<file path="config.mk">
export PLATFORM = sky130hd
export DESIGN_NAME = averaged_dual_sonar_follow_drive
export DESIGN_NICKNAME = d
export VERILOG_FILES = /design/src/rtl/adsf_pkg.sv /design/src/rtl/adsf_cell.sv /design/src/rtl/adsf_drive.sv /design/src/rtl/averaged_dual_sonar_follow_drive.sv
export SDC_FILE = /design/constraint.sdc
export NUM_CORES = 1
export LEC_CHECK = 0
export BUFFER_PORTS_ARGS = -buffer_cell sky130_fd_sc_hd__buf_2
export CORE_UTILIZATION = 64
export DETAILED_ROUTE_END_ITERATION = 10
export MAX_ROUTING_LAYER = met4
export PLACE_DENSITY = 0.82
export SLEW_MARGIN = 10
export SYNTH_ARGS = -nofsm -noshare
export SYNTH_HDL_FRONTEND = slang
export SYNTH_SLANG_ARGS = --single-unit
</file>
<file path="constraint.sdc">
create_clock -name clk_i -period 7 [get_ports clk_i]
set_clock_uncertainty 0.15 [all_clocks]
set_input_delay 1.05 -clock clk_i [delete_from_list [all_inputs] [get_ports clk_i]]
set_output_delay 1.05 -clock clk_i [all_outputs]
set_load 0.005 [all_outputs]
</file>
<file path="src/rtl/adsf_pkg.sv">
// adsf_pkg: shared types, constants and register codes for the averaged
// dual-sensor follow drive. No dependencies; used by every file in rtl/.
package adsf_pkg;

  // Window geometry
  localparam int unsigned WINDOW    = 12;
  localparam int unsigned SAMPLE_W  = 8;
  localparam int unsigned SAMPLE_MAX = (2 ** SAMPLE_W) - 1;
  localparam int unsigned SUM_W     = $clog2(WINDOW * SAMPLE_MAX + 1);

  // floor(sum / WINDOW) as multiply by rounded-up reciprocal and shift
  localparam int unsigned RECIP_SH  = SUM_W + $clog2(WINDOW);
  localparam int unsigned RECIP_W   = RECIP_SH + 1;
  localparam logic [RECIP_W-1:0] RECIP =
    RECIP_W'(((2 ** RECIP_SH) + WINDOW - 1) / WINDOW);
  localparam int unsigned PROD_W    = SUM_W + RECIP_W;

  // Drive law constants
  localparam int unsigned DRIVE_W        = 8;
  localparam int unsigned MAG_W          = 7;
  localparam int unsigned DRIVE_MAX      = 100;
  localparam int unsigned BACKOFF_DRIVE  = 50;
  localparam int unsigned FOLLOW_OFFSET  = 40;
  localparam int unsigned FOLLOW_GAIN    = 1052;
  localparam int unsigned FOLLOW_SCALE   = 1000;
  localparam int unsigned LUT_DEPTH      = 2 ** SAMPLE_W;

  // Configuration register indexes
  localparam int unsigned CFG_IDX_W = 2;
  typedef enum logic [CFG_IDX_W-1:0] {
    REG_NEAR_LIMIT = 2'd0,
    REG_SEE_LIMIT  = 2'd1,
    REG_DEAD_BAND  = 2'd2
  } reg_idx_e;

  localparam logic [SAMPLE_W-1:0] NEAR_RESET = 8'd15;
  localparam logic [SAMPLE_W-1:0] SEE_RESET  = 8'd55;
  localparam logic [SAMPLE_W-1:0] BAND_RESET = 8'd5;

  // Drive mode codes
  typedef enum logic [2:0] {
    MODE_FOLLOW   = 3'd0,
    MODE_FORWARD  = 3'd1,
    MODE_BACKWARD = 3'd2,
    MODE_STOP     = 3'd3,
    MODE_SEEK     = 3'd4
  } mode_e;

  // Stream payload widths
  localparam int unsigned IN_DATA_W  = 2 * SAMPLE_W;
  localparam int unsigned OUT_FIELDS_W = 2 * SAMPLE_W + 2 * DRIVE_W + 3;
  localparam int unsigned OUT_DATA_W = ((OUT_FIELDS_W + 7) / 8) * 8;

  typedef struct packed {
    logic [SAMPLE_W-1:0] right;
    logic [SAMPLE_W-1:0] left;
  } sample_pair_t;

  typedef struct packed {
    logic [SAMPLE_W-1:0] near_limit;
    logic [SAMPLE_W-1:0] see_limit;
    logic [SAMPLE_W-1:0] dead_band;
  } cfg_t;

  typedef struct packed {
    mode_e               mode;
    logic [DRIVE_W-1:0]  drive_c;
    logic [DRIVE_W-1:0]  drive_a;
  } drive_t;

  typedef logic [MAG_W-1:0] mag_lut_t [LUT_DEPTH];

endpackage

</file>
<file path="src/rtl/adsf_cell.sv">
// adsf_cell: one window entry holding a left/right sample pair.
// Depends on adsf_pkg; chained by the top level into a shift line.
module adsf_cell (
  input  logic                  clk_i,
  input  logic                  rst_ni,
  input  logic                  shift_i,
  input  adsf_pkg::sample_pair_t din_i,
  output adsf_pkg::sample_pair_t dout_o
);

  adsf_pkg::sample_pair_t pair_q;

  // take the neighbour's pair on every accepted transaction
  always_ff @(posedge clk_i or negedge rst_ni) begin
    if (!rst_ni) begin
      pair_q <= '0;
    end else if (shift_i) begin
      pair_q <= din_i;
    end
  end

  assign dout_o = pair_q;

endmodule

</file>
<file path="src/rtl/adsf_drive.sv">
// adsf_drive: picks motor drives and mode from the two window averages.
// Depends on adsf_pkg; purely combinational, registered by the top level.
module adsf_drive (
  input  logic [adsf_pkg::SAMPLE_W-1:0] left_avg_i,
  input  logic [adsf_pkg::SAMPLE_W-1:0] right_avg_i,
  input  adsf_pkg::cfg_t                cfg_i,
  output adsf_pkg::drive_t              drive_o
);

  typedef struct packed {
    adsf_pkg::mode_e                  code;
    logic [adsf_pkg::DRIVE_W-1:0]     drive;
  } follow_t;

  // magnitude table, saturated, built at elaboration
  function automatic adsf_pkg::mag_lut_t build_mag_lut();
    adsf_pkg::mag_lut_t lut;
    int unsigned        m;
    for (int unsigned i = 0; i < adsf_pkg::LUT_DEPTH; i++) begin
      m = ((i + adsf_pkg::FOLLOW_OFFSET) * adsf_pkg::FOLLOW_GAIN) / adsf_pkg::FOLLOW_SCALE;
      lut[i] = (m > adsf_pkg::DRIVE_MAX) ? adsf_pkg::MAG_W'(adsf_pkg::DRIVE_MAX)
                                         : adsf_pkg::MAG_W'(m);
    end
    return lut;
  endfunction

  localparam adsf_pkg::mag_lut_t MAG_LUT = build_mag_lut();

  // per-motor rule: back away if far, back off if near, else stop
  function automatic follow_t follow(input logic [adsf_pkg::SAMPLE_W-1:0] x,
                                     input logic [adsf_pkg::SAMPLE_W:0]   hi,
                                     input logic [adsf_pkg::SAMPLE_W-1:0] near);
    follow_t r;
    if ({1'b0, x} > hi) begin
      r.code  = adsf_pkg::MODE_FORWARD;
      r.drive = -{1'b0, MAG_LUT[x]};
    end else if (x < near) begin
      r.code  = adsf_pkg::MODE_BACKWARD;
      r.drive = adsf_pkg::DRIVE_W'(adsf_pkg::BACKOFF_DRIVE);
    end else begin
      r.code  = adsf_pkg::MODE_STOP;
      r.drive = '0;
    end
    return r;
  endfunction

  logic [adsf_pkg::SAMPLE_W:0]   hi;
  logic                          seek;
  logic                          both_far;
  logic [adsf_pkg::SAMPLE_W-1:0] x_a;
  logic [adsf_pkg::SAMPLE_W-1:0] x_c;
  follow_t                       fa;
  follow_t                       fc;

  // threshold and case flags
  always_comb begin
    hi       = {1'b0, cfg_i.near_limit} + {1'b0, cfg_i.dead_band};
    seek     = (left_avg_i > cfg_i.see_limit) && (right_avg_i > cfg_i.see_limit);
    both_far = ({1'b0, left_avg_i} > hi) && ({1'b0, right_avg_i} > hi);
    // crossover when both targets are far
    x_a      = both_far ? right_avg_i : left_avg_i;
    x_c      = both_far ? left_avg_i  : right_avg_i;
    fa       = follow(x_a, hi, cfg_i.near_limit);
    fc       = follow(x_c, hi, cfg_i.near_limit);
  end

  // final selection
  always_comb begin
    if (seek) begin
      drive_o.drive_a = -adsf_pkg::DRIVE_W'(adsf_pkg::DRIVE_MAX);
      drive_o.drive_c = adsf_pkg::DRIVE_W'(adsf_pkg::DRIVE_MAX);
      drive_o.mode    = adsf_pkg::MODE_SEEK;
    end else if (both_far) begin
      drive_o.drive_a = fa.drive;
      drive_o.drive_c = fc.drive;
      drive_o.mode    = adsf_pkg::MODE_FOLLOW;
    end else begin
      drive_o.drive_a = fa.drive;
      drive_o.drive_c = fc.drive;
      drive_o.mode    = fc.code;
    end
  end

endmodule

</file>
<file path="src/rtl/averaged_dual_sonar_follow_drive.sv">
// averaged_dual_sonar_follow_drive: top level, window cell chain, running
// sums, averaging and output register. Depends on adsf_pkg, adsf_cell, adsf_drive.
//
// Usage
//   Input stream (s_axis_*): one transaction carries a left and a right
//   distance sample. Each sample enters a 12-entry shift line of cells; the
//   running sums are updated in the same cycle.
//   Output stream (m_axis_*): one result per input transaction, carrying both
//   window averages, the drives for motors A and C and the drive mode.
//   Configuration (cfg_*): near limit, see limit and dead band, written by
//   index; always ready. Write only while the block is idle.
//   Pipeline: a result passes the sum registers, then the reciprocal multiply
//   into the average registers, then drive selection into the output register.
//   Throughput: one transaction per cycle while the output is not stalled, set
//   by the sum update and the three-stage pipeline with per-stage handshake.
//   Reset: cells, sums and pipeline valids clear, registers take their
//   defaults (near 15, see 55, band 5).
//   Back-pressure: a stalled output holds its result; earlier stages keep
//   filling until the pipeline is full, then s_axis_tready drops.
module averaged_dual_sonar_follow_drive (
  input  logic                              clk_i,
  input  logic                              rst_ni,
  // fields from bit 0: left_sample[7:0], right_sample[15:8]
  input  logic                              s_axis_tvalid,
  output logic                              s_axis_tready,
  input  logic [adsf_pkg::IN_DATA_W-1:0]    s_axis_tdata,
  // fields from bit 0: left_average[7:0], right_average[15:8], drive_a[23:16],
  // drive_c[31:24], mode[34:32], zero pad[39:35]
  output logic                              m_axis_tvalid,
  input  logic                              m_axis_tready,
  output logic [adsf_pkg::OUT_DATA_W-1:0]   m_axis_tdata,
  // configuration write channel
  input  logic                              cfg_valid_i,
  output logic                              cfg_ready_o,
  input  logic [adsf_pkg::CFG_IDX_W-1:0]    cfg_index_i,
  input  logic [adsf_pkg::SAMPLE_W-1:0]     cfg_data_i
);

  localparam int unsigned SW = adsf_pkg::SAMPLE_W;

  adsf_pkg::cfg_t         cfg_q;
  adsf_pkg::sample_pair_t new_pair;
  adsf_pkg::sample_pair_t cell_out [adsf_pkg::WINDOW];
  logic                   accept;

  logic                   v1_q, v2_q, out_v_q;
  logic                   out_ready, r2, r1;
  logic [adsf_pkg::SUM_W-1:0] lsum_q, lsum_d, rsum_q, rsum_d;
  logic [adsf_pkg::PROD_W-1:0] lprod, rprod;
  logic [SW-1:0]          lavg_q, ravg_q;
  adsf_pkg::drive_t       drive;
  logic [SW-1:0]          out_lavg_q, out_ravg_q;
  adsf_pkg::drive_t       out_drive_q;

  // per-stage handshake
  assign out_ready     = !out_v_q || m_axis_tready;
  assign r2            = !v2_q || out_ready;
  assign r1            = !v1_q || r2;
  assign s_axis_tready = r1;
  assign accept        = s_axis_tvalid && r1;

  assign new_pair.left  = s_axis_tdata[SW-1:0];
  assign new_pair.right = s_axis_tdata[2*SW-1:SW];

  // configuration registers
  assign cfg_ready_o = 1'b1;
  always_ff @(posedge clk_i or negedge rst_ni) begin
    if (!rst_ni) begin
      cfg_q.near_limit <= adsf_pkg::NEAR_RESET;
      cfg_q.see_limit  <= adsf_pkg::SEE_RESET;
      cfg_q.dead_band  <= adsf_pkg::BAND_RESET;
    end else if (cfg_valid_i) begin
      unique case (cfg_index_i)
        adsf_pkg::REG_NEAR_LIMIT: cfg_q.near_limit <= cfg_data_i;
        adsf_pkg::REG_SEE_LIMIT:  cfg_q.see_limit  <= cfg_data_i;
        adsf_pkg::REG_DEAD_BAND:  cfg_q.dead_band  <= cfg_data_i;
        default: ;
      endcase
    end
  end

  // window shift line: newest at the top cell, oldest at cell 0
  for (genvar i = 0; i < adsf_pkg::WINDOW; i++) begin : g_cell
    adsf_pkg::sample_pair_t din;
    if (i == adsf_pkg::WINDOW - 1) begin : g_head
      assign din = new_pair;
    end else begin : g_link
      assign din = cell_out[i+1];
    end
    adsf_cell u_cell (
      .clk_i   (clk_i),
      .rst_ni  (rst_ni),
      .shift_i (accept),
      .din_i   (din),
      .dout_o  (cell_out[i])
    );
  end

  // running sums: drop the oldest, add the newest
  assign lsum_d = lsum_q - adsf_pkg::SUM_W'(cell_out[0].left)
                         + adsf_pkg::SUM_W'(new_pair.left);
  assign rsum_d = rsum_q - adsf_pkg::SUM_W'(cell_out[0].right)
                         + adsf_pkg::SUM_W'(new_pair.right);

  always_ff @(posedge clk_i or negedge rst_ni) begin
    if (!rst_ni) begin
      lsum_q <= '0;
      rsum_q <= '0;
    end else if (accept) begin
      lsum_q <= lsum_d;
      rsum_q <= rsum_d;
    end
  end

  // stage 1 valid
  always_ff @(posedge clk_i or negedge rst_ni) begin
    if (!rst_ni) begin
      v1_q <= 1'b0;
    end else if (r1) begin
      v1_q <= s_axis_tvalid;
    end
  end

  // averages by reciprocal multiply
  assign lprod = adsf_pkg::PROD_W'(lsum_q) * adsf_pkg::PROD_W'(adsf_pkg::RECIP);
  assign rprod = adsf_pkg::PROD_W'(rsum_q) * adsf_pkg::PROD_W'(adsf_pkg::RECIP);

  always_ff @(posedge clk_i or negedge rst_ni) begin
    if (!rst_ni) begin
      v2_q <= 1'b0;
    end else if (r2) begin
      v2_q <= v1_q;
    end
  end

  always_ff @(posedge clk_i) begin
    if (r2 && v1_q) begin
      lavg_q <= lprod[adsf_pkg::RECIP_SH +: SW];
      ravg_q <= rprod[adsf_pkg::RECIP_SH +: SW];
    end
  end

  // drive decision
  adsf_drive u_drive (
    .left_avg_i  (lavg_q),
    .right_avg_i (ravg_q),
    .cfg_i       (cfg_q),
    .drive_o     (drive)
  );

  // output register
  always_ff @(posedge clk_i or negedge rst_ni) begin
    if (!rst_ni) begin
      out_v_q <= 1'b0;
    end else if (out_ready) begin
      out_v_q <= v2_q;
    end
  end

  always_ff @(posedge clk_i) begin
    if (out_ready && v2_q) begin
      out_lavg_q  <= lavg_q;
      out_ravg_q  <= ravg_q;
      out_drive_q <= drive;
    end
  end

  assign m_axis_tvalid = out_v_q;
  assign m_axis_tdata  = adsf_pkg::OUT_DATA_W'({out_drive_q.mode, out_drive_q.drive_c,
                                                 out_drive_q.drive_a, out_ravg_q,
                                                 out_lavg_q});

endmodule

</file>
==> impl_metrics.py <==
metrics = {
    "synthesis": {
        "synth_edf_count": 51,
        "synth.avg_cell_area_um2": 11.0,
        "yosys_warnings": 0,
        "synth.distinct_cells": 74,
        "synthFlopType": "dfrtp_1",
        "ys_seq_area_share_pct": 37.9,
        "netlist_area_um2": 20100,
        "synthCells": 1820,
        "ys_seq_elements": 294,
        "ys_async_sr_fraction_pct": 82.7,
    },
    "clock_tree": {
        "cts-buffers-inserted": 30,
        "cts_resized": 0,
        "cts_buffer_depth": 3,
        "numClockSinks": 294,
        "postCtsHoldBufs": 0,
        "cts_max_level": 1,
        "cts_setup_buffers": 0,
        "cts_tree": "built",
        "clk_latency_ns": 0.58,
        "cts.clk_slew.worst_paths_ns": 0.06,
        "cts_root_buf": "clkbuf_16",
    },
    "global_route": {
        "grt_use_total_pct": 28.3,
        "grt_pass1_vias": 13700,
        "grt_max_degree": 169,
        "grt_remaining_overflow": 0,
        "grt_pass1_wl_um": 69000,
        "antenna_found_initial": 0,
    },
    "setup_path": {
        "r2r-end": "m_axis_tdata[32]",
        "worst-setup-path-type": "reg -> reg",
        "path_depth": 23,
        "crit_required_ns": 7.17,
        "path_common_cell": "ha_1",
        "r2r_cells": 23,
        "crit_buf_inv": 1,
        "crit_path_max_incr_delay_ns": 0.56,
        "reg2reg_from": "cfg_q[16]",
        "r2r_slack_ns": 0.39,
        "cp_max_fo": 8,
        "crit_chain": "ha_1 > inv_1 > fa_1 > xor2_1 > ha_1 > o21a_1 > o21a_1 > o21ai_0 > nand2b_1 > a221oi_4 > or2_1 > mux2_2 > ha_1 > nor2b_1 > o21ai_0 > nand2b_1 > a211oi_1 > and2_1 > a31oi_1 > a32oi_1 > nor2_1 > or4_4 > nor2b_1",
        "worst_ep_arrival_time_ns": 6.78,
        "cp_slowest_cell": "or4_4",
        "crit_family": "compound AO/OA/AOI/OAI gates",
        "critical_path.startpoint_type": "register",
        "worstSetupEndpointType": "register",
    },
    "timing": {
        "final-max-slew-violation-count": 0,
        "min_period_over_period_pct": 94.5,
        "tns_ns": 0,
        "hold_violations": 0,
        "setup_viol": 0,
        "tightest_slew_ns": 0.983,
        "rsz0062_at_grt": "false",
        "period_needed_ns": 6.61,
        "relSlewSlack_pct": 34.5,
        "fmax_mhz": 151,
    },
    "status": {
        "outcome": "finished with violations",
        "failed_checks": "design-rule violations",
    },
    "cells_and_area": {
        "fillerInstances": 2130,
        "drive_gt1_share_pct": 19.4,
        "nNetsFinal": 2260,
        "n_antenna_cell": 0,
        "final_core_util_pct": 71.4,
        "regArea_um2": 7630,
        "areaGrowthSynthToFinish_pct": 9.19,
        "multi_input_area_um2": 11100,
    },
    "floorplanning": {
        "rows": 64,
        "die_h_um": 179,
        "die_w_um": 179,
        "coreArea_um2": 30700,
        "start_util_pct": 65.4,
        "pin_count": 74,
        "die-area_um2": 32100,
    },
    "drt": {
        "routedWlPerCell_um": 18.2,
        "vias": 13200,
        "wl_um": 42000,
        "antenna_left": 0,
        "dr.pass1.iters": 8,
        "vias_per_cell": 5.72,
        "drcViolationCount": 21,
        "drtIter0Drc": 737,
    },
    "worst_hold_path": {
        "hold_start": "g_cell[11].u_cell.dout_o[7]",
        "holdPathEnd": "g_cell[11].u_cell.dout_o[7]",
        "whs_path_depth": 2,
        "hp-class": "reg -> reg",
    },
    "place": {
        "port_buffers": 67,
        "dp_hpwl_um": 31200,
        "place_congestion": 0.988,
    },
    "job": {
        "maxCapViolCount": 0,
    },
}
-- sequential cells by signal, indices dropped and copies added (netlist names) --
signal and flops:
lsum_q 12, g_cell.u_cell.dout_o 192, m_axis_tdata 19, cfg_q 24, rsum_q 12, v1_q 1
lavg_q 8, v2_q 1, out_lavg_q 8, m_axis_tvalid 1, ravg_q 8, out_ravg_q 8
-- metrics by stage --
step                hold slack, ns  cells  setup slack (ns)  instance area [µm²]
floorplan                    0.274   1824             0.650                20100
global placement             0.306   2250             0.597                20900
finish                       0.324   2306             0.387                22000
global route                 0.341   2306           0.00684                22000
detailed placement           0.314   2250             0.469                20900
CTS                          0.329   2306             0.441                22000
-- cells by family after synthesis --
logic type	after synthesis	share of synthesized area (%)
AOI/OAI and AO/OA	269	8.56
muxes	223	12.4
DFF	294	37.9
buffers and inverters	356	6.82
and+or+nand+nor	267	6.36
adders and majority gates	345	25.0
other	2	0.0374
xor gates and xnor gates	64	2.92
-- cell type report --
type	count	area share (%)
Clock buffer	42	3.87
Clock inverter	14	0.855
Inverter	294	5.03
Multi-Input combinational cell	1174	50.7
Sequential cell	294	34.7
Tap cell	396	2.26
Timing Repair Buffer	92	2.54
-- worst min-delay path, cell delays in order, from the launching register on --
cell,delay [ns]
dfrtp_1,0.34
nand2_1,0.04
o21ai_0,0.06
-- layout by cell type (no fill, tap or decap), types with 15 or more instances in the layout --
master     count
buf_4         23
a21o_1        17
buf_2         66
mux2i_1       19
nand3_1       15
edfxtp_1      51
nand2_1      102
mux2_2       204
clkbuf_16     30
inv_1        293
dfrtp_1      232
nor2b_1       16
a21oi_1       73
nor2_1        53
xor2_1        17
ha_1         248
o21bai_1      16
fa_1          95
xnor2_1       45
nor3_1        16
o21ai_0       79
nand2b_1      20
-- how the worst max path moves through the flow --
stage,start,to
after floorplan,cfg_q[16],m_axis_tdata[32]
after global placement,cfg_q[16],m_axis_tdata[32]
after detailed placement,cfg_q[17],m_axis_tdata[32]
after CTS,cfg_q[17],m_axis_tdata[32]
after global routing,cfg_q[17],m_axis_tdata[32]
final,cfg_q[16],m_axis_tdata[32]
-- synthesized netlist by cell type, types with 16 or more instances --
master	n	area, µm²
fa_1	95	1900
edfxtp_1	51	1530
clkbuf_1	44	165
mux2i_1	19	190
inv_1	293	1100
dfrtp_1	232	5810
nand2_1	103	387
o21ai_0	79	395
xnor2_1	45	394
a21oi_1	73	365
ha_1	248	3100
nand2b_1	20	125
mux2_2	204	2300
a21o_1	17	128
nor2_1	54	203
o21bai_1	16	120
nor2b_1	16	100
xor2_1	17	149
nor3_1	16	80.1
-- per-layer routing --
layer	vias to the layer above	GRT usage, %	share of wire [%]
li1	6289	-	-
met5	-	-	0
met4	0	10.4	4.1
met3	110	2.63	3.6
met1	6509	34.9	42
met2	280	48.6	50
Power is not shown: default switching activity piles up to over one toggle a cycle in this logic, so the estimate is an artifact.
